$ cat src/rtl/core/pose_quaternion_log_difference_defines.svh
// ---------------------------------------------------------------------------
// Assertion macros for the pose log-difference block
// Shared property wrappers; clk and arst_n are taken from the enclosing scope.
// ---------------------------------------------------------------------------
`ifndef POSE_QUATERNION_LOG_DIFFERENCE_DEFINES_SVH
`define POSE_QUATERNION_LOG_DIFFERENCE_DEFINES_SVH

// same-cycle implication
`define PQLD_ASSERT_NOW(lbl, ante, cons, msg) \
	lbl: assert property (@(posedge clk) disable iff (!arst_n) (ante) |-> (cons)) \
		else $error(msg);

// next-cycle implication
`define PQLD_ASSERT_NEXT(lbl, ante, cons, msg) \
	lbl: assert property (@(posedge clk) disable iff (!arst_n) (ante) |=> (cons)) \
		else $error(msg);

`endif

$ cat src/rtl/core/pqld_pkg.sv
// ---------------------------------------------------------------------------
// pqld_pkg
// Types, constants and tables shared by the pose log-difference block.
// ---------------------------------------------------------------------------
`default_nettype none

package pqld_pkg;

	localparam int CORDIC_STEPS = 30;

	typedef enum logic [3:0] {
		ST_IDLE,
		ST_QMUL,
		ST_FLIP,
		ST_SQ,
		ST_SQRT,
		ST_ATAN,
		ST_DMUL,
		ST_DWAIT,
		ST_DIV,
		ST_OUT
	} pqld_state_t;

	// destination component (0..3 = x y z w) and subtract flag of a product
	typedef struct packed {
		logic [1:0] dst;
		logic       neg;
	} pqld_tag_t;

	typedef struct packed {
		logic               vld;
		logic signed [32:0] a;
		logic signed [32:0] b;
		pqld_tag_t          tag;
	} pqld_mul_req_t;

	typedef struct packed {
		logic               vld;
		logic signed [63:0] p;
		pqld_tag_t          tag;
	} pqld_mul_rsp_t;

	// one term of conj(b) * t: product b[asel] * t[bsel]
	typedef struct packed {
		logic [1:0] asel;
		logic [1:0] bsel;
		pqld_tag_t  tag;
	} pqld_term_t;

	function automatic pqld_term_t pqld_qterm(input logic [3:0] idx);
		pqld_term_t r;
		case (idx)
			4'd0:  r = '{asel: 2'd3, bsel: 2'd3, tag: '{dst: 2'd3, neg: 1'b0}};
			4'd1:  r = '{asel: 2'd0, bsel: 2'd0, tag: '{dst: 2'd3, neg: 1'b0}};
			4'd2:  r = '{asel: 2'd1, bsel: 2'd1, tag: '{dst: 2'd3, neg: 1'b0}};
			4'd3:  r = '{asel: 2'd2, bsel: 2'd2, tag: '{dst: 2'd3, neg: 1'b0}};
			4'd4:  r = '{asel: 2'd3, bsel: 2'd0, tag: '{dst: 2'd0, neg: 1'b0}};
			4'd5:  r = '{asel: 2'd0, bsel: 2'd3, tag: '{dst: 2'd0, neg: 1'b1}};
			4'd6:  r = '{asel: 2'd1, bsel: 2'd2, tag: '{dst: 2'd0, neg: 1'b1}};
			4'd7:  r = '{asel: 2'd2, bsel: 2'd1, tag: '{dst: 2'd0, neg: 1'b0}};
			4'd8:  r = '{asel: 2'd3, bsel: 2'd1, tag: '{dst: 2'd1, neg: 1'b0}};
			4'd9:  r = '{asel: 2'd1, bsel: 2'd3, tag: '{dst: 2'd1, neg: 1'b1}};
			4'd10: r = '{asel: 2'd2, bsel: 2'd0, tag: '{dst: 2'd1, neg: 1'b1}};
			4'd11: r = '{asel: 2'd0, bsel: 2'd2, tag: '{dst: 2'd1, neg: 1'b0}};
			4'd12: r = '{asel: 2'd3, bsel: 2'd2, tag: '{dst: 2'd2, neg: 1'b0}};
			4'd13: r = '{asel: 2'd2, bsel: 2'd3, tag: '{dst: 2'd2, neg: 1'b1}};
			4'd14: r = '{asel: 2'd0, bsel: 2'd1, tag: '{dst: 2'd2, neg: 1'b1}};
			4'd15: r = '{asel: 2'd1, bsel: 2'd0, tag: '{dst: 2'd2, neg: 1'b0}};
			default: r = '0;
		endcase
		return r;
	endfunction

	// truncated atan(2^-i) in Q2.30
	function automatic logic [29:0] pqld_atan(input logic [4:0] i);
		logic [29:0] r;
		case (i)
			5'd0:  r = 30'd843314856;
			5'd1:  r = 30'd497837829;
			5'd2:  r = 30'd263043836;
			5'd3:  r = 30'd133525158;
			5'd4:  r = 30'd67021686;
			5'd5:  r = 30'd33543515;
			5'd6:  r = 30'd16775850;
			5'd7:  r = 30'd8388437;
			5'd8:  r = 30'd4194282;
			5'd9:  r = 30'd2097149;
			5'd10: r = 30'd1048575;
			5'd11: r = 30'd524287;
			5'd12: r = 30'd262143;
			5'd13: r = 30'd131071;
			5'd14: r = 30'd65535;
			5'd15: r = 30'd32767;
			5'd16: r = 30'd16383;
			5'd17: r = 30'd8191;
			5'd18: r = 30'd4095;
			5'd19: r = 30'd2047;
			5'd20: r = 30'd1023;
			5'd21: r = 30'd511;
			5'd22: r = 30'd255;
			5'd23: r = 30'd127;
			5'd24: r = 30'd63;
			5'd25: r = 30'd31;
			5'd26: r = 30'd15;
			5'd27: r = 30'd8;
			5'd28: r = 30'd4;
			5'd29: r = 30'd2;
			default: r = 30'd0;
		endcase
		return r;
	endfunction

endpackage

`default_nettype wire

$ cat src/rtl/core/pqld_mul.sv
// ---------------------------------------------------------------------------
// pqld_mul
// Shared 33x33 signed multiplier with a registered product and tag.
// ---------------------------------------------------------------------------
`default_nettype none

module pqld_mul (
	input  wire logic                   clk,
	input  wire logic                   arst_n,
	input  wire pqld_pkg::pqld_mul_req_t req,
	output pqld_pkg::pqld_mul_rsp_t     rsp
);
	import pqld_pkg::*;

	logic signed [65:0] prod;
	logic               vld_q;
	logic signed [63:0] p_q;
	pqld_tag_t          tag_q;

	assign prod = req.a * req.b;

	always_ff @(posedge clk or negedge arst_n) begin
		if (!arst_n) begin
			vld_q <= 1'b0;
		end else begin
			vld_q <= req.vld;
		end
	end

	always_ff @(posedge clk) begin
		p_q   <= prod[63:0];
		tag_q <= req.tag;
	end

	assign rsp = '{vld: vld_q, p: p_q, tag: tag_q};

endmodule

`default_nettype wire

$ cat config.mk
export PLATFORM = sky130hd
export DESIGN_NAME = pqld_mul
export DESIGN_NICKNAME = d
export VERILOG_FILES = /design/src/rtl/core/pose_quaternion_log_difference_defines.svh /design/src/rtl/core/pqld_pkg.sv /design/src/rtl/core/pqld_mul.sv
export SDC_FILE = /design/constraint.sdc
export NUM_CORES = 2
export LEC_CHECK = 0
export BUFFER_PORTS_ARGS = -buffer_cell sky130_fd_sc_hd__buf_4
export CORE_AREA = 8 8 300 302
export DETAILED_ROUTE_END_ITERATION = 7
export DIE_AREA = 0 0 308 310
export PLACE_DENSITY = 0.6
export SETUP_SLACK_MARGIN = 0.1
export SYNTH_ARGS = -nofsm -noshare
export SYNTH_HDL_FRONTEND = slang
export SYNTH_SLANG_ARGS = --single-unit
$ cat constraint.sdc
create_clock -name clk -period 1.93 [get_ports clk]
set_clock_uncertainty 0.2 [all_clocks]
set_input_delay 0.2895 -clock clk [delete_from_list [all_inputs] [get_ports clk]]
set_output_delay 0.2895 -clock clk [all_outputs]
set_load 0.03 [all_outputs]
# Word-level counts from Yosys, hierarchy flattened
# Index checks and enable logic that the tools add are counted.
# Widths: inputs -> output; s select.
totals:
  inputBits: 72
  regBits: 68
  output_inout_bits: 68
classes:
  n_mul: 1
ops:
  columns: ["cell", "count"]
  rows:
  - ["$mul 33x33->64", 1]

# Longest topological paths before layout
depth:
  word_depth: 1
  depth_mapped: 28
  depth_no_buf: 26

# Worst setup path before layout
# Ideal clock, no wire load.
synth_timing:
  path_type: "in2reg"
  from: "input port req[68] (netlist name)"
  to: "register p_q[63]"
  path_slack_ns: -5.824
  stages: 24
  arrival_ns: 7.481
  t_required_ns: 1.658
  cell_sequence: "clkbuf_1 > nand2_1 > inv_1 > fa_1 > fa_1 > fa_1 > inv_1 > fa_1 > inv_1 > fa_1 > fa_1 > fa_1 > inv_1 > fa_1 > inv_1 > ha_1 > a21o_1 > a21o_1 > a21oi_1 > nand2_1 > o31ai_1 > o211ai_1 > a21oi_1 > xnor2_1"
synth_between:
  elab_chain_len: 1
synth_rtl:
  columns: ["element", "line_no", "source"]
  rows:
  - ["start, declared", "pqld_mul.sv:10", "input wire pqld_pkg::pqld_mul_req_t req,"]
  - ["$mul 33x33->64", "pqld_mul.sv:20", "assign prod = req.a * req.b;"]
  - ["via prod[63]", "pqld_mul.sv:15", "logic signed [65:0] prod;"]
  - ["end signal, assigned", "pqld_mul.sv:31", "p_q <= prod[63:0];"]
  - ["end, declared", "pqld_mul.sv:17", "logic signed [63:0] p_q;"]
# The timed path passes the listed nets, and every way through them passes these cells.

# Worst setup path after layout
layout_timing:
  from: "input port req[17] (netlist name)"
  to: "register p_q[63]"
# Same word-level chain as after synthesis.

==> results by group <==
Outcome
  – Run status: complete, but fails checks
  – Failing checks: setup timing

Floorplan
  – DIE WIDTH: 308 um
  – Initial core utilization: 46.3%
  – Full die area: 95,500 sq um
  – # rows: 108
  – Core Box Area: 85,700 sq um
  – Die Y: 310 um
  – # IOs: 140

Final layout
  – Filler instances: 7,479
  – Post-layout util: 58.3%
  – Syn-to-layout area delta: 26.0%
  – Layout cells sized above 1: 25.2%
  – Nets: 6,137

Worst hold path
  – Min-Delay Path Class: in -> async

Synthesis
  – Mapped Area: 39,600 sq um
  – Top-area cell type share of the netlist area: 56.8%
  – Synth warnings: 0
  – Synth Net Count: 5,621
  – Synth Area per Inst: 9.41 sq um
  – EDFF count, synth: 0
  – Most frequent cell after synthesis: fa_1
  – Post-synthesis sequential area ratio: 3.45%
  – Synth top cells by count: 1,125 x fa_1, 1,086 x inv_1, 548 x and2_1
  – Flops & latches, synth: 68
  – Top post-synthesis cells by area: fa_1 57%, inv_1 10%, and2_1 8.6%
  – Synth Flop Type: dfxtp_1
  – Async SR Flop Fraction: 1.47%
  – Yosys cell types: 59
  – Area leader, netlist: fa_1
  – Cells after Synth: 4,212

Drt
  – Vias: 29,590
  – Vias per std cell: 5.02
  – DRT iter0 DRCs: 1,568
  – DRT Wirelength: 119 mm
  – Pre-Repair DR Iteration Count: 5
  – Drt drc: 0
  – Post-DR wirelength/cell: 20.3 um
  – Post-DRT Antenna Nets: 0

Worst setup path
  – CP Class: in -> reg
  – CP endpoint kind: register
  – WP buf/inv: 7
  – CP delay by family, top: adder cells
  – Crit-path max FO: 15
  – CP required: 1.96 ns
  – CP arrival: 7.29 ns
  – Crit start category: input port
  – CP max-delay cell: fa_2
  – Slowest stage delay, CP: 0.62 ns
  – CP dominant cell by count: fa_1

Clock network
  – CTS tree: done
  – Htree depth: 3
  – Sink Count: 68
  – Clk root buf: clkbuf_16
  – Clock-pin slew on the worst setup and hold paths: 0.06 ns
  – CTS Buf Count: 9
  – Clock tree buffer depth: 2

Global routing
  – Largest net degree at the start of global routing: 34
  – First-pass GRT wire length: 191 mm
  – Vias in the first global route: 33,917
  – Residual overflow from global routing: 0
  – GRT Total Usage: 26.0%
  – Initial antenna violation count: 4

STA
  – FMAX: 0.138 GHz
  – RSZ-0062 raised after global routing: true
  – Final setup vio count: 63
  – Tmin final: 7.26 ns
  – Min setup slack post-route: -5.33 ns
  – Actual slew at the worst max-slew pin: 0.426 ns
  – Period Utilization, post-route: 376%
  – Final hold vios: 0
  – Hold WS: 0.0909 ns
  – Setup TNS Final: -273.89 ns
  – Slew headroom: 71.5%
  – Final Slew Violations: 0

Placement
  – Place WS: -5.91 ns
  – RePlAce Congestion: 0.901
  – DP Wirelength: 101 mm
  – Input/output buffers: 139

Run
  – MaxCap Viol Count: 0
[flip-flops by register name, summed over array words and instances, names as in the netlist]
name	flops
vld_q	1
p_q	64
rsp	3
[final timing paths]
kind / endpoint / depth (start not counted) / slack [ns] / start
setup / recovery: p_q[63]$_DFF_P_ / 26 / -5.33 / req[17]
hold / removal: vld_q$_DFF_PN0_ / 2 / 0.09 / arst_n
max in group asynchronous: vld_q$_DFF_PN0_ / 2 / 1.36 / arst_n
min in group clk: p_q[0]$_DFF_P_ / 3 / 0.37 / req[36]
[metal layers]
layer / up-vias / track usage, % / wire (um)
met5: - / 0 / 0
met3: 205 / 2.75 / 5160
met2: 812 / 48.5 / 63200
met1: 15588 / 30.7 / 44900
li1: 12985 / - / -
met4: 0 / 9.90 / 6000
[layout by cell type (no fill, tap or decap), types with 12 or more instances in the layout]
master and n:
o21a_1 15, a21o_1 18, xor2_1 16, fa_1 1058, nor2_1 12, nor2b_1 30, nand2_1 528, fa_2 67
a21oi_1 34, buf_8 30, and2_1 481, inv_1 1000, xnor2_2 12, o21ai_2 12, ha_4 71, nand4_1 12
and2_4 67, inv_2 82, buf_4 508, buf_12 47, a21oi_2 28, xnor2_1 37, dfxtp_1 67, ha_1 139
buf_6 126
[cell families after synthesis]
kind of cell,after synthesis,share of synthesized area (%)
flip-flops,68,3.45
AO/OA/AOI/OAI,200,3.25
buffers and inverters,1309,12.4
multiplexers,1,0.0253
XOR/XNOR,76,1.68
AND/OR/NAND/NOR,1221,15.7
adder cells (fa/ha/maj),1337,63.5
[what timing repair did]
item / 4_1_cts / 5_1_grt
buffers inserted: 83 / 37
pin swaps: 279 / 156
gates cloned: 9 / 1
endpoints found under the setup margin: 62 / 62
hold endpoints to repair: 5 / 0
hold buffers: 5 / 0
gates resized for setup: 473 / 152
[area by class of cell]
cell class / instances / area [sq um] / area share, %
diodes: 1 / 2.50 / 0.00501
multi-input cells: 2835 / 35700 / 71.5
inverters: 1086 / 4090 / 8.19
flip-flops and latches: 68 / 1370 / 2.74
clock inverters: 4 / 33.8 / 0.0676
well taps: 1155 / 1450 / 2.89
clock buffers: 12 / 246 / 0.494
repair buffers: 728 / 7030 / 14.1
[metrics by stage]
| step | area, sq um | std cells |
|---|---|---|
| 3_5_place_dp | 45900 | 5755 |
| 5_1_grt | 49900 | 5889 |
| 6_report | 49900 | 5889 |
| 3_3_place_gp | 45900 | 5755 |
| 2_1_floorplan | 41100 | 4212 |
| 4_1_cts | 49100 | 5860 |
Power is left out: the tool's default activity adds up to more than one toggle a clock period on the data nets, which glitch-free logic cannot reach.
