==> src/rtl/core/pose_quaternion_log_difference_defines.svh <==
// ---------------------------------------------------------------------------
// Assertion macros for the pose log-difference block
// Shared property wrappers; clk and arst_n are taken from the enclosing scope.
// ---------------------------------------------------------------------------
`ifndef POSE_QUATERNION_LOG_DIFFERENCE_DEFINES_SVH
`define POSE_QUATERNION_LOG_DIFFERENCE_DEFINES_SVH

// same-cycle implication
`define PQLD_ASSERT_NOW(lbl, ante, cons, msg) \
	lbl: assert property (@(posedge clk) disable iff (!arst_n) (ante) |-> (cons)) \
		else $error(msg);

// next-cycle implication
`define PQLD_ASSERT_NEXT(lbl, ante, cons, msg) \
	lbl: assert property (@(posedge clk) disable iff (!arst_n) (ante) |=> (cons)) \
		else $error(msg);

`endif

==> src/rtl/core/pqld_pkg.sv <==
// ---------------------------------------------------------------------------
// pqld_pkg
// Types, constants and tables shared by the pose log-difference block.
// ---------------------------------------------------------------------------
`default_nettype none

package pqld_pkg;

	localparam int CORDIC_STEPS = 30;

	typedef enum logic [3:0] {
		ST_IDLE,
		ST_QMUL,
		ST_FLIP,
		ST_SQ,
		ST_SQRT,
		ST_ATAN,
		ST_DMUL,
		ST_DWAIT,
		ST_DIV,
		ST_OUT
	} pqld_state_t;

	// destination component (0..3 = x y z w) and subtract flag of a product
	typedef struct packed {
		logic [1:0] dst;
		logic       neg;
	} pqld_tag_t;

	typedef struct packed {
		logic               vld;
		logic signed [32:0] a;
		logic signed [32:0] b;
		pqld_tag_t          tag;
	} pqld_mul_req_t;

	typedef struct packed {
		logic               vld;
		logic signed [63:0] p;
		pqld_tag_t          tag;
	} pqld_mul_rsp_t;

	// one term of conj(b) * t: product b[asel] * t[bsel]
	typedef struct packed {
		logic [1:0] asel;
		logic [1:0] bsel;
		pqld_tag_t  tag;
	} pqld_term_t;

	function automatic pqld_term_t pqld_qterm(input logic [3:0] idx);
		pqld_term_t r;
		case (idx)
			4'd0:  r = '{asel: 2'd3, bsel: 2'd3, tag: '{dst: 2'd3, neg: 1'b0}};
			4'd1:  r = '{asel: 2'd0, bsel: 2'd0, tag: '{dst: 2'd3, neg: 1'b0}};
			4'd2:  r = '{asel: 2'd1, bsel: 2'd1, tag: '{dst: 2'd3, neg: 1'b0}};
			4'd3:  r = '{asel: 2'd2, bsel: 2'd2, tag: '{dst: 2'd3, neg: 1'b0}};
			4'd4:  r = '{asel: 2'd3, bsel: 2'd0, tag: '{dst: 2'd0, neg: 1'b0}};
			4'd5:  r = '{asel: 2'd0, bsel: 2'd3, tag: '{dst: 2'd0, neg: 1'b1}};
			4'd6:  r = '{asel: 2'd1, bsel: 2'd2, tag: '{dst: 2'd0, neg: 1'b1}};
			4'd7:  r = '{asel: 2'd2, bsel: 2'd1, tag: '{dst: 2'd0, neg: 1'b0}};
			4'd8:  r = '{asel: 2'd3, bsel: 2'd1, tag: '{dst: 2'd1, neg: 1'b0}};
			4'd9:  r = '{asel: 2'd1, bsel: 2'd3, tag: '{dst: 2'd1, neg: 1'b1}};
			4'd10: r = '{asel: 2'd2, bsel: 2'd0, tag: '{dst: 2'd1, neg: 1'b1}};
			4'd11: r = '{asel: 2'd0, bsel: 2'd2, tag: '{dst: 2'd1, neg: 1'b0}};
			4'd12: r = '{asel: 2'd3, bsel: 2'd2, tag: '{dst: 2'd2, neg: 1'b0}};
			4'd13: r = '{asel: 2'd2, bsel: 2'd3, tag: '{dst: 2'd2, neg: 1'b1}};
			4'd14: r = '{asel: 2'd0, bsel: 2'd1, tag: '{dst: 2'd2, neg: 1'b1}};
			4'd15: r = '{asel: 2'd1, bsel: 2'd0, tag: '{dst: 2'd2, neg: 1'b0}};
			default: r = '0;
		endcase
		return r;
	endfunction

	// truncated atan(2^-i) in Q2.30
	function automatic logic [29:0] pqld_atan(input logic [4:0] i);
		logic [29:0] r;
		case (i)
			5'd0:  r = 30'd843314856;
			5'd1:  r = 30'd497837829;
			5'd2:  r = 30'd263043836;
			5'd3:  r = 30'd133525158;
			5'd4:  r = 30'd67021686;
			5'd5:  r = 30'd33543515;
			5'd6:  r = 30'd16775850;
			5'd7:  r = 30'd8388437;
			5'd8:  r = 30'd4194282;
			5'd9:  r = 30'd2097149;
			5'd10: r = 30'd1048575;
			5'd11: r = 30'd524287;
			5'd12: r = 30'd262143;
			5'd13: r = 30'd131071;
			5'd14: r = 30'd65535;
			5'd15: r = 30'd32767;
			5'd16: r = 30'd16383;
			5'd17: r = 30'd8191;
			5'd18: r = 30'd4095;
			5'd19: r = 30'd2047;
			5'd20: r = 30'd1023;
			5'd21: r = 30'd511;
			5'd22: r = 30'd255;
			5'd23: r = 30'd127;
			5'd24: r = 30'd63;
			5'd25: r = 30'd31;
			5'd26: r = 30'd15;
			5'd27: r = 30'd8;
			5'd28: r = 30'd4;
			5'd29: r = 30'd2;
			default: r = 30'd0;
		endcase
		return r;
	endfunction

endpackage

`default_nettype wire

==> src/rtl/core/pqld_isqrt.sv <==
// ---------------------------------------------------------------------------
// pqld_isqrt
// Floor integer square root of a 64-bit value, one result bit per cycle.
// ---------------------------------------------------------------------------
`default_nettype none

module pqld_isqrt (
	input  wire logic        clk,
	input  wire logic        arst_n,
	input  wire logic        start,
	input  wire logic [63:0] n,
	output logic             done,
	output logic [31:0]      root
);
	import pqld_pkg::*;

	logic        busy_q;
	logic        done_q;
	logic [4:0]  cnt_q;
	logic [63:0] rem_q;
	logic [63:0] res_q;
	logic [63:0] bit_q;
	logic [63:0] trial;

	assign trial = res_q + bit_q;

	always_ff @(posedge clk or negedge arst_n) begin
		if (!arst_n) begin
			busy_q <= 1'b0;
			done_q <= 1'b0;
			cnt_q  <= '0;
		end else begin
			done_q <= 1'b0;
			if (start) begin
				busy_q <= 1'b1;
				cnt_q  <= '0;
			end else if (busy_q) begin
				cnt_q <= cnt_q + 5'd1;
				if (cnt_q == 5'd31) begin
					busy_q <= 1'b0;
					done_q <= 1'b1;
				end
			end
		end
	end

	always_ff @(posedge clk) begin
		if (start) begin
			rem_q <= n;
			res_q <= '0;
			bit_q <= 64'h4000_0000_0000_0000;
		end else if (busy_q) begin
			if (rem_q >= trial) begin
				rem_q <= rem_q - trial;
				res_q <= (res_q >> 1) + bit_q;
			end else begin
				res_q <= res_q >> 1;
			end
			bit_q <= bit_q >> 2;
		end
	end

	assign done = done_q;
	assign root = res_q[31:0];

endmodule

`default_nettype wire

==> config.mk <==
export PLATFORM = sky130hd
export DESIGN_NAME = pqld_isqrt
export DESIGN_NICKNAME = d
export VERILOG_FILES = /design/src/rtl/core/pose_quaternion_log_difference_defines.svh /design/src/rtl/core/pqld_pkg.sv /design/src/rtl/core/pqld_isqrt.sv
export SDC_FILE = /design/constraint.sdc
export NUM_CORES = 1
export LEC_CHECK = 0
export BUFFER_PORTS_ARGS = -buffer_cell sky130_fd_sc_hd__clkbuf_2
export CAP_MARGIN = 10
export CORE_MARGIN = 4
export CORE_UTILIZATION = 25
export CTS_BUF_LIST = sky130_fd_sc_hd__clkbuf_2 sky130_fd_sc_hd__clkbuf_4 sky130_fd_sc_hd__clkbuf_8
export DETAILED_ROUTE_END_ITERATION = 12
export GPL_ROUTABILITY_DRIVEN = 0
export HOLD_SLACK_MARGIN = 0.05
export PLACE_DENSITY_LB_ADDON = 0.08
export SYNTH_ARGS = -nofsm -noshare
export SYNTH_HDL_FRONTEND = slang
export SYNTH_SLANG_ARGS = --single-unit
==> constraint.sdc <==
create_clock -name clk -period 10.45 [get_ports clk]
set_clock_uncertainty 0.1 [all_clocks]
set_input_delay 2.09 -clock clk [delete_from_list [all_inputs] [get_ports clk]]
set_output_delay 2.09 -clock clk [all_outputs]
set_load 0.005 [all_outputs]
Word-level counts from Yosys, hierarchy flattened --
Index checks and enable logic that the tools add are counted.
Word-level totals: register bits 167, output and inout bits 33
Cells by class: add/subtract/negate cells 4, order comparisons 1, equality and inequality tests 1, multiplexer cells 12, reduce and logical (&&, ||, !) cells 3
Operators with widths (number):
- $mux W64 | 4
- $add A63 B63 Y64 | 1
- $add A64 B63 Y64 | 1
- $ge A64 B64 Y1 | 1
- $sub A64 B64 Y64 | 1
- $mux W5 | 2
- $mux W1 | 6
- $add A5 B1 Y5 const B | 1
- $eq A5 B5 Y1 const B | 1
- $reduce_bool A2 Y1 | 2
- $reduce_and A2 Y1 | 1

Depth between registers and ports, before layout --
Gate-level depths: netlist (run 1).
depth in word-level cells 5, mapped depth 25

Worst setup path before layout (run 1) --
OpenSTA, ideal clock, no wires.
path kind flip-flop to flip-flop, start reg res_q[4], end reg rem_q[0] (enable), library setup time 574 ps, arrival time 9065 ps, data required time 9776 ps, slack 711 ps, cell stages (with the launch flop) 22, buffers on the path 4, period minus slack after synthesis 9739 ps, cell sequence dfxtp_1 > ha_1 > a21oi_1 > or4b_1 > a2111oi_2 > o21ai_0 > a211o_1 > a31oi_1 > o211a_1 > o21ai_1 > xor2_1 > ha_1 > clkbuf_1 > nand4_1 > nand3b_1 > nand3b_1 > nand3_1 > clkbuf_1 > nor2_2 > buf_2 > buf_2 > o21ai_0
Between the ends: longest elaborated chain between the ends 4
Ends and longest elaborated chain:
- from (decl) | RTL line pqld_isqrt.sv:21 | logic [63:0] res_q;
- from (signal assigned) | RTL line pqld_isqrt.sv:55 | res_q <= (res_q >> 1) + bit_q;
- from (signal assigned) | RTL line pqld_isqrt.sv:57 | res_q <= res_q >> 1;
- $add A64 B63 Y64 | RTL line pqld_isqrt.sv:25 | assign trial = res_q + bit_q;
- $ge A64 B64 Y1 | RTL line pqld_isqrt.sv:53 | if (rem_q >= trial) begin
- $reduce_bool A2 Y1 (no source line)
- $reduce_and A2 Y1 (no source line)
- to (signal assigned) | RTL line pqld_isqrt.sv:49 | rem_q <= n;
- to (signal assigned) | RTL line pqld_isqrt.sv:54 | rem_q <= rem_q - trial;
- to (decl) | RTL line pqld_isqrt.sv:20 | logic [63:0] rem_q;
Every way passes these cells. A chain may end at the register's enable or synchronous reset.

Worst setup path after layout (run 1) --
start reg res_q[2], end reg rem_q[58] (enable)
Same word-level chain as after synthesis.

==> results of run 1 <==
## cell usage after synthesis, drive strengths merged, types with 25 or more instances
library cell	count
a211oi	45
a21o	49
a21oi	124
a31oi	60
buf	54
clkbuf	100
dfxtp	96
edfxtp	64
ha	132
inv	54
mux2i	51
nand2	230
nand3	53
nand4	52
nor2	178
nor3	37
o21ai	203
o21bai	28
o31ai	25
xnor2	72
xor2	69
## per-layer routing
layer	up-vias	routed length (um)	global-route usage (%)
met1	7596	29300	24.3
met3	33	2480	2.99
li1	7667	-	-
met4	0	756	3.35
met2	342	27800	27.4
met5	-	0	0
## worst min-delay path, stage by stage (launching register included)
cell      delay (ns)
dfxtp_1         0.34
nor2_1          0.08
a311oi_1        0.05
## kinds of logic (layout without fill, tap and decap cells)
family | Yosys count | count (layout) | share of synthesized area [%]
XOR/XNOR | 141 | 141 | 7.63
other | 0 | 1 | 0
flip-flops | 167 | 167 | 24.8
adder cells (fa/ha/maj) | 133 | 133 | 10.3
AND/OR/NAND/NOR | 666 | 666 | 19.2
AO/OA/AOI/OAI | 698 | 698 | 28.4
multiplexers | 58 | 58 | 3.64
buffers and inverters | 209 | 199 | 5.92
## worst max path at each step
stage	endpoint	startpoint	slack, ns
4_1_cts	rem_q[58]$_DFFE_PP_	res_q[2]$_SDFFE_PP0P_	2.87
3_3_place_gp	rem_q[54]$_DFFE_PP_	res_q[2]$_SDFFE_PP0P_	2.83
6_report	rem_q[58]$_DFFE_PP_	res_q[2]$_SDFFE_PP0P_	2.66
3_5_place_dp	rem_q[59]$_DFFE_PP_	res_q[2]$_SDFFE_PP0P_	2.96
5_1_grt	rem_q[58]$_DFFE_PP_	res_q[2]$_SDFFE_PP0P_	2.37
2_1_floorplan	rem_q[0]$_DFFE_PP_	res_q[4]$_SDFFE_PP0P_	0.71
## registers in the layout, indices dropped and copies added, names as in the netlist
name	flops
busy_q	1
cnt_q	5
bit_q	32
res_q	64
done	1
rem_q	64
## power breakdown
part | internal [mW] | switching (mW) | leakage (nW)
clock | 0.300 | 0.296 | 0.239
combinational | 1.06 | 1.84 | 5.02
sequential | 0.933 | 0.183 | 1.54
## layout make-up
cell class	instances	area, um^2	share of cell area [%]
diodes	1	2.50	0.0142
clock buffers	21	270	1.54
multi-input cells	1696	11200	63.8
clock inverters	11	199	1.13
well taps	846	1060	6.02
flip-flops and latches	167	4020	22.9
inverters	55	206	1.17
repair buffers	112	602	3.42
## per-stage QoR
stage	setup slack [ns]	area [um^2]	hold slack, ns	util [%]
after floorplan	0.711	16200	0.378	-
after global placement	2.83	17100	0.391	26.9
after detailed placement	2.96	17100	0.401	26.9
after CTS	2.87	17600	0.419	27.7
after global routing	2.37	17600	0.459	27.7
final	2.66	17600	0.410	27.7
==> flow_summary.yaml, run 1 <==
detailed_routing:
  drt_pass1_iterations: 5
  drt.antenna.violating_nets: 0
  finalWirelength_um: 60300
  route.detailed.wl_per_inst_um: 20.7
  drt_iter0_markers: 1116
  remaining_design_rule_violation_count: 0
  vias_per_cell: 5.38
  via_count: 15600
yosys:
  ys.flop_type: "dfxtp_1"
  syn_area_um2: 16200
  synth-async-reset-ratio_pct: 4.19
  synthDistinctLibCells: 90
  netlist_instances: 2072
  synth_top_area_share_pct: 11.9
  synthDominantAreaCellType: "dfxtp_1"
  syn-mean-instance-area_um2: 7.81
  synth.ff_latch_count: 167
  synth_warnings: 0
  yosys-top-cells-area: "dfxtp_1 (12%), edfxtp_1 (12%), ha_1 (10%), o21ai_0 (6.1%), nand2_1 (5.3%)"
  share_of_synthesized_area_occupied_by_flip_flops_and_latches_pct: 24.8
  number_of_synthesized_flops_with_an_enable_pin: 64
  mapped_nets: 2272
critical_path:
  critical_path.cell_chain: "ha_1 > a31oi_1 > a2111oi_0 > nor2_1 > o31ai_1 > nor2b_1 > a31oi_1 > xor2_1 > ha_1 > nand2_1 > nor4_1 > nand2_1 > a21oi_2 > o211ai_4 > a221oi_4 > buf_4 > nor2_4 > o21ai_4 > buf_4 > buf_4"
  worst_r2r_path_depth: 20
  crit_required_ns: 10.57
  critical_path.endpoint_type: "register"
  critical_path_launch_point_type: "register"
  timing.critical_path.slowest_cell_delay_ns: 0.87
  flop_to_flop_setup_slack_ns: 2.66
  worstSetupPathDepth: 20
  critPathTopFamily: "compound AO/OA/AOI/OAI gates"
  critical_path_buf_inv_count: 3
  critical_path_top_delay_cell: "a2111oi_0"
  timing.setup.critical_path_class: "reg2reg"
  worst_path_most_repeated_cell: "buf_4"
  r2r-start: "res_q[2]$_SDFFE_PP0P_"
  critical_path_peak_fanout: 37
  timing.rr.end: "rem_q[58]$_DFFE_PP_"
  critPathArrivalTime_ns: 7.91
floorplan:
  std_cell_rows: 92
  core_region_area_um2: 63500
  die_y_um: 262
  initial_utilization_pct: 25.5
  floorplan.die_area_um2: 68800
  die_w_um: 262
  floorplan.io_pins: 100
clock_tree:
  cts_buffer_depth: 2
  cts-buffers-inserted: 17
  cts.repair.resized: 0
  clock_insertion_delay_worst_skew_ns: 0.59
  cts_hold_buffers: 0
  tritoncts_num_sinks: 167
  post_cts_buffers: 0
  tritoncts: "yes"
  ctsHtreeMaxLevel: 4
  cts.reportedPaths.clkPinSlew_ns: 0.12
  ctsRootBufferMaster: "clkbuf_8"
worst_hold_path:
  min_to: "res_q[0]$_SDFFE_PP0P_"
  count_of_cells_along_the_worst_hold_path: 2
  worst_hold_startpoint: "res_q[0]$_SDFFE_PP0P_"
  hp-class: "reg2reg"
placed_design:
  detailed_place_hpwl_um: 46500
  post-place-cells: 2876
  io_buffer_count: 99
finish:
  final_nets: 2249
  flow.area_growth_from_synthesis_pct: 8.72
  num-fill-cells: 7012
  layout.cells.most_common_list: "nand2_1 (229), o21ai_0 (196), nor2_1 (177)"
  post_route_cells_drive_above_1_share_pct: 9.31
  layout_commonest_cell: "nand2_1"
  final_cell_count_no_fill: 2909
global_route:
  first_global_vias: 15200
  grtUsageTotal_pct: 17.1
  grt_remaining_overflow: 0
  initial_antenna_violation_count: 2
  grt_start_max_net_pins: 76
  grt_first_pass_wirelength_um: 93100
sta:
  slew_headroom_pct: 37.6
  max_freq_mhz: 128
  tightestPinTransition_ns: 0.912
  finalHoldViolations: 0
  rsz0062_at_grt: "no"
  final.period_utilization_pct: 74.6
  totalNegativeSetupSlack_ns: 0
  slew_viol_final: 0
  finalSetupViolCount: 0
  time_the_worst_path_needs_with_i_o_delays_and_setup_ns: 7.79
power:
  cellPowerDensity_nw_per_um2: 262
  power.ir.vdd_worst_mv: 0.0965
  total_leakage_power_nw: 6.79
  post_layout_total_power_mw: 4.61
status:
  run_status: "completed"
run:
  timing.max_cap.violations: 0
(Power assumes the default switching activity.)
==> run 2, diff against run 1 <==
--- a/config.mk
+++ b/config.mk
@@ -5,6 +5,7 @@
 export SDC_FILE = /design/constraint.sdc
 export NUM_CORES = 1
 export LEC_CHECK = 0
+export ABC_AREA = 1
 export BUFFER_PORTS_ARGS = -buffer_cell sky130_fd_sc_hd__clkbuf_2
 export CAP_MARGIN = 10
 export CORE_MARGIN = 4
==> constraint.sdc (replaced) <==
create_clock -name clk -period 7.5 [get_ports clk]
set_clock_uncertainty 0.1 [all_clocks]
set_input_delay 1.5 -clock clk [delete_from_list [all_inputs] [get_ports clk]]
set_output_delay 1.5 -clock clk [all_outputs]
set_load 0.005 [all_outputs]
==> run 2 against run 1 <==
  * Hold slack better by 0.011 ns
  * Worst setup slack lost 1.1 ns
  * Utilization fell by 0.080 points
  * Register-to-register slack worse by 1.1 ns
  * Largest cell class unchanged
  * Largest power group unchanged
==> flow_summary.yaml, run 2 <==
status:
  run_status: "completed"
clock_tree:
  cts-buffers-inserted: 17
  ctsHtreeMaxLevel: 4
  cts.reportedPaths.clkPinSlew_ns: 0.12
  tritoncts_num_sinks: 167
  cts_hold_buffers: 0
  clock_insertion_delay_worst_skew_ns: 0.60
  cts_buffer_depth: 2
  post_cts_buffers: 0
  tritoncts: "yes"
  ctsRootBufferMaster: "clkbuf_8"
  cts.repair.resized: 0
yosys:
  synth.ff_latch_count: 167
  post_synth_most_frequent_cells: "nand2_1 (1118), inv_1 (517), nor2_1 (386)"
  synthDistinctLibCells: 49
  netlist_instances: 3423
  synth_top_area_share_pct: 21.5
  yosys.cell_count.top_type: "nand2_1"
  syn-mean-instance-area_um2: 5.71
  number_of_synthesized_flops_with_an_enable_pin: 64
  syn_area_um2: 19600
  yosys-top-cells-area: "nand2_1 (21%), inv_1 (9.9%), dfxtp_1 (9.8%), edfxtp_1 (9.8%), ha_1 (8.4%)"
  share_of_synthesized_area_occupied_by_flip_flops_and_latches_pct: 20.5
  synth_warnings: 0
  ys.flop_type: "dfxtp_1"
  synthDominantAreaCellType: "nand2_1"
  mapped_nets: 3623
  synth-async-reset-ratio_pct: 4.19
sta:
  time_the_worst_path_needs_with_i_o_delays_and_setup_ns: 5.96
  hold_ws_ns: 0.421
  max_freq_mhz: 168
  slew_headroom_pct: 32.9
  rsz0062_at_grt: "no"
  totalNegativeSetupSlack_ns: 0
  final.period_utilization_pct: 79.5
  tightestPinTransition_ns: 1.01
  finalSetupViolCount: 0
  timing.final.ws_setup_ns: 1.54
  finalHoldViolations: 0
  slew_viol_final: 0
floorplan:
  initial_utilization_pct: 25.3
  floorplan.io_pins: 100
  die_w_um: 288
  floorplan.die_area_um2: 82800
  core_region_area_um2: 77500
  die_y_um: 288
  std_cell_rows: 102
critical_path:
  timing.setup.critical_path_class: "reg2reg"
  crit_required_ns: 7.61
  critical_path.endpoint_type: "register"
  r2r-start: "res_q[22]$_SDFFE_PP0P_"
  worstSetupStartpoint: "res_q[22]$_SDFFE_PP0P_"
  critPathArrivalTime_ns: 6.07
  critical_path_launch_point_type: "register"
  critical_path_peak_fanout: 64
global_route:
  first_global_vias: 21500
  grt_first_pass_wirelength_um: 132000
  grt.met3_usage_pct: 1.79
  grtUsageTotal_pct: 21.3
  grt_remaining_overflow: 0
  grt_use_met1_pct: 29.1
  grt_most_used_layer: "met2"
  gr_met2_demand_resource_pct: 35.4
  grt_start_max_net_pins: 82
  initial_antenna_violation_count: 1
finish:
  multiInputGateArea_um2: 13100
  layout_commonest_cell: "nand2_1"
  layout.cells.most_common_list: "nand2_1 (1118), inv_1 (515), nor2_1 (384)"
  post_route_cells_drive_above_1_share_pct: 5.46
  flow.area_growth_from_synthesis_pct: 9.30
  finish.utilization_pct: 27.6
  num-fill-cells: 9082
  area_taken_by_flip_flops_and_latches_um2: 4020
  final_nets: 3669
  largest_registers: "rem_q (64), res_q (64), bit_q (32)"
placed_design:
  detailed_place_hpwl_um: 74500
  placement.setup.worst_slack_ns: 1.61
  io_buffer_count: 99
power:
  power.ir.vdd_worst_mv: 0.241
  total_leakage_power_nw: 9.52
  cellPowerDensity_nw_per_um2: 341
worst_hold_path:
  hp-class: "reg2reg"
  worst_hold_startpoint: "res_q[0]$_SDFFE_PP0P_"
detailed_routing:
  route.detailed.wl_per_inst_um: 19.6
  drt_pass1_iterations: 6
  drt.antenna.violating_nets: 0
  finalWirelength_um: 88500
  drt_iter0_markers: 1389
  remaining_design_rule_violation_count: 0
  vias_per_cell: 4.74
  via_count: 21400
run:
  timing.max_cap.violations: 0
## run 2: cell types whose count changed in the layout (fill, tap and decap cells not counted), moves of 27 or more
cell | previous run | this run
o21ai_0 | 196 | 169
nand2_1 | 229 | 1118
a21oi_1 | 123 | 181
a31oi_1 | 59 | 7
nor2_1 | 177 | 384
a21o_1 | 49 | 12
xor2_1 | 69 | 38
a211oi_1 | 43 | 1
xnor2_1 | 72 | 44
inv_1 | 54 | 515
mux2i_1 | 51 | 0
nand3_1 | 53 | 322
## run 2: power by group
| group | total [mW] | switching (mW) | internal (mW) | leakage (nW) |
|---|---|---|---|---|
| Clock | 0.759 | 0.476 | 0.283 | 0.207 |
| Combinational | 4.90 | 3.35 | 1.55 | 7.77 |
| Sequential | 1.64 | 0.316 | 1.32 | 1.54 |
## run 2: cells by family after synthesis
kind of cell / Yosys count / share of synthesized area, %
buffers and inverters: 612 / 12.8
AOI/OAI and AO/OA: 470 / 13.2
DFF: 167 / 20.5
adders and majority gates: 133 / 8.55
xor gates and xnor gates: 82 / 3.67
and+or+nand+nor: 1959 / 41.3
## run 2: routing by layer
| metal | vias to the layer above | part of all wire, % |
|---|---|---|
| met2 | 405 | 46 |
| met5 | - | 0 |
| met1 | 9848 | 48 |
| li1 | 11100 | - |
| met4 | 0 | 3.1 |
| met3 | 114 | 2.7 |
## run 2: metrics by stage
step	std cells	total power [mW]	area, um^2
2_1_floorplan	3423	5.01	19600
3_3_place_gp	4490	6.58	21000
5_1_grt	4524	8.03	21400
4_1_cts	4522	7.33	21400
6_report	4524	7.30	21400
3_5_place_dp	4490	6.54	21000
## run 2: final cells by class
type                       instances  area share [%]
clock buffer                      17            1.09
inverter                         528            9.27
sequential                       167            18.8
multi-input combinational       2644            61.1
antenna                            2          0.0234
timing repair buffer             111            2.75
clock inverter                    15           0.837
tap                             1040            6.09
## run 2: path summary, 6_finish.rpt
check	endpoint	slack, ns	depth (start not counted)
setup / recovery	rem_q[42]$_DFFE_PP_	1.54	19
setup reg to reg	rem_q[42]$_DFFE_PP_	1.54	19
hold / removal	res_q[0]$_SDFFE_PP0P_	0.42	2
hold reg to reg	res_q[0]$_SDFFE_PP0P_	0.42	2
min in group asynchronous	cnt_q[0]$_DFFE_PN0P_	0.62	1
max in group asynchronous	cnt_q[3]$_DFFE_PN0P_	6.51	1
## run 2: critical path, cell delays in order, from the launching register on
cell and delay [ns]:
dfxtp_1 0.63, ha_1 0.33, nand2_1 0.12, o21ai_0 0.45, nand2_1 0.18, o21ai_0 0.43
a21oi_1 0.07, o21ai_0 0.28, xnor2_1 0.19, ha_1 0.40, nand2_1 0.09, nor2_1 0.22
nand2_1 0.18, nor2_1 0.18, nand4_1 0.17, nand3_2 0.18, nand2_4 0.07, buf_4 0.26
a31oi_4 0.19, buf_4 0.73
