===== src/rtl/core/pose_quaternion_log_difference_defines.svh =====
// ---------------------------------------------------------------------------
// Assertion macros for the pose log-difference block
// Shared property wrappers; clk and arst_n are taken from the enclosing scope.
// ---------------------------------------------------------------------------
`ifndef POSE_QUATERNION_LOG_DIFFERENCE_DEFINES_SVH
`define POSE_QUATERNION_LOG_DIFFERENCE_DEFINES_SVH

// same-cycle implication
`define PQLD_ASSERT_NOW(lbl, ante, cons, msg) \
	lbl: assert property (@(posedge clk) disable iff (!arst_n) (ante) |-> (cons)) \
		else $error(msg);

// next-cycle implication
`define PQLD_ASSERT_NEXT(lbl, ante, cons, msg) \
	lbl: assert property (@(posedge clk) disable iff (!arst_n) (ante) |=> (cons)) \
		else $error(msg);

`endif


===== src/rtl/core/pqld_pkg.sv =====
// ---------------------------------------------------------------------------
// pqld_pkg
// Types, constants and tables shared by the pose log-difference block.
// ---------------------------------------------------------------------------
`default_nettype none

package pqld_pkg;

	localparam int CORDIC_STEPS = 30;

	typedef enum logic [3:0] {
		ST_IDLE,
		ST_QMUL,
		ST_FLIP,
		ST_SQ,
		ST_SQRT,
		ST_ATAN,
		ST_DMUL,
		ST_DWAIT,
		ST_DIV,
		ST_OUT
	} pqld_state_t;

	// destination component (0..3 = x y z w) and subtract flag of a product
	typedef struct packed {
		logic [1:0] dst;
		logic       neg;
	} pqld_tag_t;

	typedef struct packed {
		logic               vld;
		logic signed [32:0] a;
		logic signed [32:0] b;
		pqld_tag_t          tag;
	} pqld_mul_req_t;

	typedef struct packed {
		logic               vld;
		logic signed [63:0] p;
		pqld_tag_t          tag;
	} pqld_mul_rsp_t;

	// one term of conj(b) * t: product b[asel] * t[bsel]
	typedef struct packed {
		logic [1:0] asel;
		logic [1:0] bsel;
		pqld_tag_t  tag;
	} pqld_term_t;

	function automatic pqld_term_t pqld_qterm(input logic [3:0] idx);
		pqld_term_t r;
		case (idx)
			4'd0:  r = '{asel: 2'd3, bsel: 2'd3, tag: '{dst: 2'd3, neg: 1'b0}};
			4'd1:  r = '{asel: 2'd0, bsel: 2'd0, tag: '{dst: 2'd3, neg: 1'b0}};
			4'd2:  r = '{asel: 2'd1, bsel: 2'd1, tag: '{dst: 2'd3, neg: 1'b0}};
			4'd3:  r = '{asel: 2'd2, bsel: 2'd2, tag: '{dst: 2'd3, neg: 1'b0}};
			4'd4:  r = '{asel: 2'd3, bsel: 2'd0, tag: '{dst: 2'd0, neg: 1'b0}};
			4'd5:  r = '{asel: 2'd0, bsel: 2'd3, tag: '{dst: 2'd0, neg: 1'b1}};
			4'd6:  r = '{asel: 2'd1, bsel: 2'd2, tag: '{dst: 2'd0, neg: 1'b1}};
			4'd7:  r = '{asel: 2'd2, bsel: 2'd1, tag: '{dst: 2'd0, neg: 1'b0}};
			4'd8:  r = '{asel: 2'd3, bsel: 2'd1, tag: '{dst: 2'd1, neg: 1'b0}};
			4'd9:  r = '{asel: 2'd1, bsel: 2'd3, tag: '{dst: 2'd1, neg: 1'b1}};
			4'd10: r = '{asel: 2'd2, bsel: 2'd0, tag: '{dst: 2'd1, neg: 1'b1}};
			4'd11: r = '{asel: 2'd0, bsel: 2'd2, tag: '{dst: 2'd1, neg: 1'b0}};
			4'd12: r = '{asel: 2'd3, bsel: 2'd2, tag: '{dst: 2'd2, neg: 1'b0}};
			4'd13: r = '{asel: 2'd2, bsel: 2'd3, tag: '{dst: 2'd2, neg: 1'b1}};
			4'd14: r = '{asel: 2'd0, bsel: 2'd1, tag: '{dst: 2'd2, neg: 1'b1}};
			4'd15: r = '{asel: 2'd1, bsel: 2'd0, tag: '{dst: 2'd2, neg: 1'b0}};
			default: r = '0;
		endcase
		return r;
	endfunction

	// truncated atan(2^-i) in Q2.30
	function automatic logic [29:0] pqld_atan(input logic [4:0] i);
		logic [29:0] r;
		case (i)
			5'd0:  r = 30'd843314856;
			5'd1:  r = 30'd497837829;
			5'd2:  r = 30'd263043836;
			5'd3:  r = 30'd133525158;
			5'd4:  r = 30'd67021686;
			5'd5:  r = 30'd33543515;
			5'd6:  r = 30'd16775850;
			5'd7:  r = 30'd8388437;
			5'd8:  r = 30'd4194282;
			5'd9:  r = 30'd2097149;
			5'd10: r = 30'd1048575;
			5'd11: r = 30'd524287;
			5'd12: r = 30'd262143;
			5'd13: r = 30'd131071;
			5'd14: r = 30'd65535;
			5'd15: r = 30'd32767;
			5'd16: r = 30'd16383;
			5'd17: r = 30'd8191;
			5'd18: r = 30'd4095;
			5'd19: r = 30'd2047;
			5'd20: r = 30'd1023;
			5'd21: r = 30'd511;
			5'd22: r = 30'd255;
			5'd23: r = 30'd127;
			5'd24: r = 30'd63;
			5'd25: r = 30'd31;
			5'd26: r = 30'd15;
			5'd27: r = 30'd8;
			5'd28: r = 30'd4;
			5'd29: r = 30'd2;
			default: r = 30'd0;
		endcase
		return r;
	endfunction

endpackage

`default_nettype wire


===== src/rtl/core/pqld_cordic.sv =====
// ---------------------------------------------------------------------------
// pqld_cordic
// Vectoring CORDIC atan2(y, x), one micro-rotation per cycle, Q2.30 angle.
// ---------------------------------------------------------------------------
`default_nettype none

module pqld_cordic (
	input  wire logic               clk,
	input  wire logic               arst_n,
	input  wire logic               start,
	input  wire logic [31:0]        y0,
	input  wire logic signed [32:0] x0,
	output logic                    done,
	output logic [30:0]             half
);
	import pqld_pkg::*;

	logic               busy_q;
	logic               done_q;
	logic [4:0]         i_q;
	logic signed [35:0] x_q;
	logic signed [35:0] y_q;
	logic signed [32:0] z_q;
	logic signed [35:0] xs;
	logic signed [35:0] ys;
	logic signed [32:0] ang;

	assign xs  = x_q >>> i_q;
	assign ys  = y_q >>> i_q;
	assign ang = signed'({3'b000, pqld_atan(i_q)});

	always_ff @(posedge clk or negedge arst_n) begin
		if (!arst_n) begin
			busy_q <= 1'b0;
			done_q <= 1'b0;
			i_q    <= '0;
		end else begin
			done_q <= 1'b0;
			if (start) begin
				busy_q <= 1'b1;
				i_q    <= '0;
			end else if (busy_q) begin
				i_q <= i_q + 5'd1;
				if (i_q == 5'(CORDIC_STEPS - 1)) begin
					busy_q <= 1'b0;
					done_q <= 1'b1;
				end
			end
		end
	end

	always_ff @(posedge clk) begin
		if (start) begin
			x_q <= 36'(x0);
			y_q <= signed'({4'b0000, y0});
			z_q <= '0;
		end else if (busy_q) begin
			if (y_q > 36'sd0) begin
				x_q <= x_q + ys;
				y_q <= y_q - xs;
				z_q <= z_q + ang;
			end else begin
				x_q <= x_q - ys;
				y_q <= y_q + xs;
				z_q <= z_q - ang;
			end
		end
	end

	// negative angles clamp to zero
	assign done = done_q;
	assign half = z_q[32] ? 31'd0 : z_q[30:0];

endmodule

`default_nettype wire


===== config.mk =====
export PLATFORM = sky130hd
export DESIGN_NAME = pqld_cordic
export DESIGN_NICKNAME = d
export VERILOG_FILES = /design/src/rtl/core/pose_quaternion_log_difference_defines.svh /design/src/rtl/core/pqld_pkg.sv /design/src/rtl/core/pqld_cordic.sv
export SDC_FILE = /design/constraint.sdc
export NUM_CORES = 1
export LEC_CHECK = 0
export ABC_AREA = 1
export BUFFER_PORTS_ARGS = -buffer_cell sky130_fd_sc_hd__buf_4
export CAP_MARGIN = 10
export CORE_UTILIZATION = 35
export DETAILED_ROUTE_END_ITERATION = 10
export SYNTH_ARGS = -nofsm -noshare
export SYNTH_HDL_FRONTEND = slang
export SYNTH_SLANG_ARGS = --single-unit

===== constraint.sdc =====
create_clock -name clk -period 9 [get_ports clk]
set_input_delay 0 -clock clk [delete_from_list [all_inputs] [get_ports clk]]
set_output_delay 0 -clock clk [all_outputs]
set_load 0.005 [all_outputs]

; Word level (Yosys, flattened, before mapping)
; Memory sizes are Yosys's and may differ from the RTL's.
; Cells that the tools add are included.
[word_totals]
in_bits = 68
rom_bits = 960
ram_bits = 0
register_bits = 112
wordCells = 36
n_memories = 1
latch_bits = 0
out_inout_bits = 32
[mem_list]
columns = name, depth, width, read_ports, rd_clocked_by_memory_dff, write_ports, line
row1 = (no name shown), 32, 30, 1, 0, 0, pqld_pkg.sv:77  ; case (i)
[classes]
addsub = 7
n_eq_ne = 1
reduce_logical = 1
mux = 16
shift = 2
n_bitwise = 0
multipliers = 0
n_div = 0
n_lt_le_gt_ge = 1
[op_table]
columns = operator, count
row1 = 36-bit 2-to-1 mux, 4
row2 = 36-bit adder, 2
row3 = 36-bit by 5-bit >>> shifter with 36-bit output, 2
row4 = 36-bit subtractor, 2
row5 = 32-bit 2-to-1 mux, 2
row6 = "36-bit by 1-bit > comparator with 1-bit output, second input constant", 1
row7 = 33-bit by 31-bit adder with 33-bit output, 1
row8 = 33-bit 2-to-1 mux, 1
row9 = 33-bit by 31-bit subtractor with 33-bit output, 1
row10 = 31-bit 2-to-1 mux, 1
row11 = 5-bit 2-to-1 mux, 2
row12 = 1-bit 2-to-1 mux, 6
row13 = "5-bit by 1-bit adder with 5-bit output, second input constant", 1
row14 = "5-bit == test, second input constant", 1
row15 = 2-bit nonzero test, 1

; Longest topological paths before layout
; Gate-level depths: netlist (run 1).
[logic_depth]
word_depth = 5
mapped_depth = 37
depth_no_buf = 35

; Worst setup path before layout (run 1)
; OpenSTA, ideal clock, no wires.
[synth_timing]
path_type = register to register
startpoint = reg i_q[0]
endpoint = reg y_q[24], data pin
stages_incl_launch_ff = 34
setup_ns = 0.254
path_buffers = 3
slack_ns = 4.668
t_arrival_ns = 4.078
required_ns = 8.746
synth_period_minus_slack_ns = 4.332
path_cell_list = dfrtp_1 > buf_6 > buf_8 > buf_6 > nand2_1 > nand3_1 > nand3_1 > nand2_1 > o21ai_2 > nor2_1 > nor2_4 > ha_1 > inv_1 > nor2_1 > nand2_1 > nor2_2 > nand2_1 > nand2_1 > xor2_1 > inv_1 > ha_1 > nand2_1 > inv_1 > a21boi_0 > o211ai_1 > a21oi_1 > inv_1 > nand2_1 > nand2_1 > a21boi_0 > o21ai_0 > or2_2 > nand3_1 > nand2_1
[synth_between]
elab_chain_cells = 5
word_cells_on_any_way = 6
classes_between = 2 x add/sub / 1 x shift / 3 x mux
[synth_rtl]
columns = item, line
row1 = "start, declared", pqld_cordic.sv:20  ; logic [4:0] i_q;
row2 = "start signal, assigned", pqld_cordic.sv:43  ; i_q <= i_q + 5'd1;
row3 = 36-bit by 5-bit >>> shifter with 36-bit output (*), pqld_cordic.sv:28  ; assign xs = x_q >>> i_q;
row4 = 36-bit adder / 36-bit subtractor (equally long branches), "pqld_cordic.sv:64, pqld_cordic.sv:60"
row5 = 36-bit 2-to-1 mux (*), pqld_cordic.sv:58  ; if (y_q > 36'sd0) begin
row6 = 32-bit 2-to-1 mux (*), pqld_cordic.sv:57  ; end else if (busy_q) begin
row7 = 32-bit 2-to-1 mux (*), pqld_cordic.sv:53  ; if (start) begin
row8 = "end signal, assigned", pqld_cordic.sv:55  ; y_q <= signed'({4'b0000, y0});
row9 = "end signal, assigned", pqld_cordic.sv:60  ; y_q <= y_q - xs;
row10 = "end signal, assigned", pqld_cordic.sv:64  ; y_q <= y_q + xs;
row11 = "end, declared", pqld_cordic.sv:22  ; logic signed [35:0] y_q;
; Mark *: on every way between the ends. The rest lies on a longest branch, timed or not. The select of a mux whose other input is x is not followed.
; A chain may end at the register's enable or synchronous reset.

; Final worst setup path (run 1)
[layout_timing]
startpoint = reg i_q[0]
endpoint = reg x_q[34], data pin
[layout_between]
elab_chain_cells = 5
word_cells_on_any_way = 6
classes_between = 2 x add/sub / 1 x shift / 3 x mux
[layout_rtl]
columns = item, line
row1 = 36-bit by 5-bit >>> shifter with 36-bit output (*), pqld_cordic.sv:29  ; assign ys = y_q >>> i_q;
row2 = 36-bit subtractor / 36-bit adder (equally long branches), "pqld_cordic.sv:63, pqld_cordic.sv:59"
row3 = 36-bit 2-to-1 mux (*), pqld_cordic.sv:58
row4 = 36-bit 2-to-1 mux (*), pqld_cordic.sv:57
row5 = 36-bit 2-to-1 mux (*), pqld_cordic.sv:53
row6 = "end signal, assigned", pqld_cordic.sv:54  ; x_q <= 36'(x0);
row7 = "end signal, assigned", pqld_cordic.sv:59  ; x_q <= x_q + ys;
row8 = "end signal, assigned", pqld_cordic.sv:63  ; x_q <= x_q - ys;
row9 = "end, declared", pqld_cordic.sv:21  ; logic signed [35:0] x_q;
; Marks and branches as above.

==> results of run 1 <==
==> per-layer routing <==
layer	routed length (um)	global-route usage (%)	vias up
met2	28900	41.4	586
li1	-	-	9972
met3	3030	2.68	106
met1	28100	32.2	8900
met5	0	0	-
met4	1960	9.01	0
==> power groups by stage <==
stage | registers [mW] | clock network, mW | logic (mW)
final | 1.22 | 0.448 | 7.22
after global routing | 1.23 | 0.472 | 8.19
after CTS | 1.22 | 0.461 | 7.16
after detailed placement | 1.23 | 0 | 7.10
after global placement | 1.23 | 0 | 7.11
after floorplan | 1.03 | 0 | 5.45
==> Yosys cell counts, types with 11 or more instances <==
cell type / count / area (sq um)
nand2_1: 928 / 3480
edfxtp_1: 68 / 2040
nor2_2: 12 / 75.1
nand3_1: 375 / 1880
xnor2_1: 35 / 307
nor2_1: 239 / 897
ha_1: 113 / 1410
buf_1: 15 / 56.3
buf_6: 11 / 124
a21boi_0: 12 / 90.1
nand2_2: 11 / 68.8
xor2_1: 55 / 482
inv_1: 319 / 1200
buf_2: 41 / 205
or2_2: 39 / 244
a21oi_1: 147 / 736
nor4_1: 12 / 75.1
o21ai_0: 154 / 771
clkbuf_1: 45 / 169
nand4_1: 20 / 125
a31oi_1: 41 / 257
a21o_1: 12 / 90.1
dfxtp_1: 37 / 741
nor3_1: 20 / 100
o21ai_1: 21 / 105
o22ai_1: 18 / 113
o211ai_1: 38 / 285
==> cell usage in the layout, fill, tap and decap left out, types with 13 or more instances in the layout <==
master / synthesis / final
a21oi_1: 147 / 147
a31oi_1: 41 / 41
buf_4: 3 / 118
dfxtp_1: 37 / 37
dlygate4sd3_1: 0 / 67
edfxtp_1: 68 / 68
ha_1: 113 / 113
inv_1: 319 / 314
nand2_1: 928 / 928
nand3_1: 375 / 375
nand4_1: 20 / 20
nor2_1: 239 / 238
nor2_2: 12 / 13
nor3_1: 20 / 20
o211ai_1: 38 / 38
o21ai_0: 154 / 154
o21ai_1: 21 / 21
o22ai_1: 18 / 18
or2_2: 39 / 39
xnor2_1: 35 / 35
xor2_1: 55 / 55
==> registers in the layout, summed over array words and instances, names as in the netlist <==
| register | cells |
|---|---|
| busy_q | 1 |
| done | 1 |
| i_q | 5 |
| x_q | 36 |
| y_q | 36 |
| z_q | 33 |
==> cell families (layout without fill, tap and decap cells) <==
kind of cell             after synthesis  after routing
buffers and inverters                444            529
adder cells (fa/ha/maj)              116            116
flip-flops                           112            112
XOR/XNOR                              90             90
AND/OR/NAND/NOR                     1693           1693
AO/OA/AOI/OAI                        499            499
==> through the flow <==
step	std cells	setup slack, ns	power, mW	instance area [sq um]
2_1_floorplan	2954	4.67	6.47	17200
4_1_cts	3695	3.05	8.84	19300
6_report	3695	2.94	8.89	19300
3_3_place_gp	3612	3.06	8.34	18400
5_1_grt	3695	2.47	9.90	19300
3_5_place_dp	3612	3.10	8.33	18400
==> worst paths after layout <==
path,start,depth (start not counted),to
setup / recovery,i_q[0],28,x_q[34]
hold / removal,start,2,i_q[3]
setup reg to reg,i_q[0],28,x_q[34]
hold reg to reg,z_q[26],2,z_q[26]
max in group asynchronous,arst_n,3,i_q[0]
min in group asynchronous,arst_n,3,i_q[3]
==> area by class of cell <==
cell class | instances | area (sq um) | area share (%)
Tap cell | 656 | 821 | 4.24
Multi-Input combinational cell | 2398 | 12500 | 64.5
Sequential cell | 112 | 2970 | 15.3
Inverter | 328 | 1230 | 6.38
Clock inverter | 4 | 31.3 | 0.162
Timing Repair Buffer | 185 | 1560 | 8.05
Clock buffer | 12 | 268 | 1.38
==> worst reg2reg max path, delay by kind of cell (launching register included) <==
| family | cells | cell delay (ns) |
|---|---|---|
| compound gates | 1 | 0.45 |
| xor+xnor | 1 | 0.18 |
| fa+ha+maj | 2 | 0.61 |
| buf+inv | 5 | 1.07 |
| flops | 1 | 0.42 |
| simple gates | 19 | 3.09 |
==> impl_metrics.ini, run 1 <==
[drt]
drt.antenna.violating_nets = 0
routed_wl_um = 62000
drc = 0
num_vias = 19600
drt_iter0_drc = 1787
dr.pass1.iters = 6
wl_per_cell_um = 16.8
vias_per_cell = 5.29

[floorplan]
fp.dieArea_sq_um = 50200
fp.dieH_um = 224
start_util_pct = 35.8
row_count = 80
die_w_um = 224
ios = 100
core_area_sq_um = 48100

[global_routing]
grt_pass1_wl_um = 97900
grt_pass1_vias = 18100
antenna_found_initial = 0
overflow = 0
grtUsageTotal_pct = 24.6
grt_max_degree = 115

[power_and_ir_drop]
p_comb_share_pct = 81.3
sequentialPowerShare_pct = 13.7
total_leakage_power_nw = 9.79
peakVddDrop_mv = 0.156
switching_share_pct = 58.6
clkPwrFrac_pct = 5.0
internal_power_mw = 3.68
powerDensity_nw_per_um2 = 459
power.net_switching_mw = 5.21

[clock_tree]
cts.sinks = 112
h-tree-depth = 3
cts_buffer_depth = 2
cts_resized = 0
clk_latency_ns = 0.41
postCtsSetupBuffers = 0
clkSlewWorstSetupHoldPaths_ns = 0.09
ctsRootBufferMaster = clkbuf_16
cts_made_buffers = 9
tritoncts = built
ctsHoldBuffers = 67

[cells_and_area]
syn2layout_area_growth_pct = 12.2
final_nets = 3218
finalCoreUtilization_pct = 40.2
drive_above_1_share_pct = 8.19
diodes = 0
fillers = 5362

[sta]
fmax_mhz = 165
rsz0062_at_grt = no
final_hold_viol_count = 0
fin_worst_skew_ns = 0.0154
slew_violations = 0
fin_hold_ws_ns = 0.155
finalSetupViolations = 0
worst_slew_pin_slew_ns = 1.09
relSlewSlack_pct = 27.5
post-route-period-util_pct = 67.3
period_needed_ns = 6.06
tns_ns = 0

[logic_synthesis]
synth.area.mux_share_pct = 0
async_reset_ff_share_pct = 6.25
syn_inst = 2954
ys.flop_type = edfxtp_1
synth-xor-area-share_pct = 4.57
ys_types = 56
synth_fa_ha_area_share_pct = 8.54
synth-seq-area-share_pct = 17.1
synth_area_sq_um = 17200
synth_edf_count = 68
synth.avg_cell_area_sq_um = 5.84
synth_seq_cells = 112
synth-compound-area-share_pct = 16.8
yosys_warnings = 0
synth_top_family_by_area = simple AND/OR/NAND/NOR gates
synthSimpleGateAreaFrac_pct = 42.3
synthesis.nets = 3138

[critical_path]
setup.worst_path.end_class = register
cpLargestDelayFamily = simple AND/OR/NAND/NOR gates
max_stage_delay_ns = 0.78
rrSetupSlack_ns = 2.94
critPathMaxFanout = 114
worstPathRequired_ns = 9.16
cp_common_cell = nand2_1
slowest_stage = buf_4
startpoint_type = register
critical_path_buf_inv_count = 5
cp.arrival_ns = 6.22
path_class = reg -> reg

[job]
drv_cap = 0

[status]
status = finished, final reports clean

[placed_design]
hpwlAfterDp_um = 49100
port_buffers = 99
place.gp.congestion = 0.959

[min_path]
hold_class = in -> reg
Power figures use the tool's default switching activity.
==> inputs of run 2 (changes only) <==
Settings changed: ABC_AREA 1 to 0.
Clock period 9 ns to 4.8 ns, I/O delays scaled along.
==> impl_metrics.ini, run 2 <==
[critical_path]
rrSetupSlack_ns = -1.18
worstPathRequired_ns = 4.98
startpoint_type = register
r2r_end = x_q[35]
critPathMaxFanout = 5
r2r_cells = 26
setup.worst_path.end_class = register
regToRegStartpoint = i_q[0]
path_class = reg -> reg
cp.arrival_ns = 6.16

[global_routing]
overflow = 0
grt_max_degree = 70
antenna_found_initial = 1
grt_pass1_wl_um = 133000
grt_pass1_vias = 22500
grtUsageTotal_pct = 32.8

[logic_synthesis]
synth_seq_cells = 112
synth_most_common_cell = nand2_1
synth_top_area_share_pct = 11.3
synthesis.nets = 2345
synth.avg_cell_area_sq_um = 8.36
synth_edf_count = 68
synth_common_cells = 202 x nand2_1, 191 x nor2_1, 152 x o21ai_0
yosys_warnings = 0
ys_types = 103
synth_area_sq_um = 18100
synth_top_area_cell = edfxtp_1
async_reset_ff_share_pct = 6.25
ys_top_cells_by_area = edfxtp_1 11%, mux4_2 8.5%, ha_1 7.8%
syn_inst = 2161
ys.flop_type = edfxtp_1
synth-seq-area-share_pct = 16.4

[sta]
fin_hold_ws_ns = 0.0610
post-route-period-util_pct = 125
fin_worst_skew_ns = 0.0139
finalSetupViolations = 66
slew_violations = 0
rsz0062_at_grt = yes
fin_ws_ns = -1.18
period_needed_ns = 5.98
worst_slew_pin_slew_ns = 1.14
final_hold_viol_count = 0
fmax_mhz = 167
relSlewSlack_pct = 23.9

[drt]
dr.pass1.iters = 5
routed_wl_um = 90100
wl_per_cell_um = 23.1
drt.antenna.violating_nets = 0
drt_iter0_drc = 1838
num_vias = 22500
drc = 0
vias_per_cell = 5.77

[cells_and_area]
fillers = 4237
diodes = 0
final_common_cell = buf_4
syn2layout_area_growth_pct = 70.5
drive_above_1_share_pct = 52.0
final_nets = 3400
multiInputGateArea_sq_um = 16600
final_cell_mix = 1005 x buf_4, 190 x nand2_1, 161 x nor2_1, 92 x ha_1, 88 x mux2i_1
seq_area_sq_um = 2980
top_regs = x_q (36), y_q (36), z_q (33)

[floorplan]
core_area_sq_um = 50600
fp.dieH_um = 229
row_count = 82
fp.dieArea_sq_um = 52600
die_w_um = 229
ios = 100
start_util_pct = 35.7

[min_path]
hold_end = x_q[27]
hold_path_startpoint = x0[27]
hold_class = in -> reg
hold_depth = 3

[status]
status = complete, but fails checks
violations = negative setup slack

[clock_tree]
ctsRootBufferMaster = clkbuf_16
cts_made_buffers = 9
cts.sinks = 112
cts_buffer_depth = 2
tritoncts = built
clk_latency_ns = 0.42
clkSlewWorstSetupHoldPaths_ns = 0.09
h-tree-depth = 3

[job]
drv_cap = 0

[placed_design]
port_buffers = 99
hpwlAfterDp_um = 66800
place.gp.congestion = 1.01
dp_slack_ns = -1.35
run 2: what timing repair did:
action,CTS,global route
resized for setup,362,270
endpoints found under the hold margin,74,0
endpoints found under the setup margin,73,77
buffers inserted,141,83
hold buffers,66,0
gates cloned,3,3
pin swaps,205,199
run 2: cells by family (layout without fill, tap and decap cells):
logic type | after synthesis | in the layout | share of synthesized area, %
and+or+nand+nor | 661 | 661 | 17.8
DFF | 112 | 112 | 16.4
buffers and inverters | 202 | 1262 | 5.57
xor gates and xnor gates | 165 | 165 | 7.99
adders and majority gates | 116 | 116 | 8.15
muxes | 241 | 241 | 19.8
AOI/OAI and AO/OA | 664 | 664 | 24.4
run 2: per-stage QoR:
| step | area [sq um] | TNS, ns | util, % | instances |
|---|---|---|---|---|
| after floorplan | 18500 | -11.62 | - | 2161 |
| after global placement | 25600 | -39.66 | 50.6 | 3616 |
| after detailed placement | 25600 | -43.27 | 50.6 | 3616 |
| after CTS | 29100 | -29.25 | 57.5 | 3827 |
| after global routing | 30800 | -49.01 | 60.9 | 3893 |
| final | 30800 | -37.04 | 60.9 | 3893 |
run 2: area by class of cell:
class | count | share of cell area, %
flip-flops and latches | 112 | 9.65
well taps | 672 | 2.73
repair buffers | 1192 | 32.2
clock buffers | 10 | 0.743
inverters | 54 | 0.706
multi-input cells | 1847 | 53.8
clock inverters | 6 | 0.138
run 2: critical path, stage by stage, from the launching register on:
cell	delay (ns)
dfrtp_4	0.51
buf_12	0.15
buf_12	0.13
buf_8	0.12
buf_6	0.12
buf_6	0.12
mux4_2	0.29
mux2_4	0.32
mux4_2	0.52
nor4_4	0.33
and4_4	0.32
nand4_4	0.14
nor2_4	0.17
and3_4	0.20
o21ai_2	0.05
a21boi_2	0.23
ha_4	0.26
a21oi_4	0.14
o211ai_1	0.13
nor2_2	0.20
nand3_4	0.11
a221oi_4	0.40
o31ai_4	0.10
o21ai_2	0.17
o21ai_2	0.08
xor2_1	0.16
mux2_4	0.25
run 2: metal layers:
metal  vias to the layer above  share of wire (%)  track usage, %
met5                         -                  0               0
met2                       918                 49            55.8
li1                      10300                  -               -
met1                     11000                 41            41.2
met3                       211                6.5            5.00
met4                         0                4.3            13.4
run 2: worst max-delay path by stage:
stage / depth (start not counted) / to / slack, ns / startpoint
3_5_place_dp: 23 / x_q[35] / -1.35 / i_q[0]
5_1_grt: 28 / x_q[34] / -1.35 / i_q[0]
6_report: 26 / x_q[35] / -1.18 / i_q[0]
4_1_cts: 25 / x_q[35] / -1.06 / i_q[0]
2_1_floorplan: 28 / y_q[35] / -0.98 / i_q[2]
3_3_place_gp: 24 / x_q[35] / -1.27 / i_q[0]
Power of run 2 is left out: the tool's default activity adds up to more than one toggle a clock period on the data nets, which glitch-free logic cannot reach.
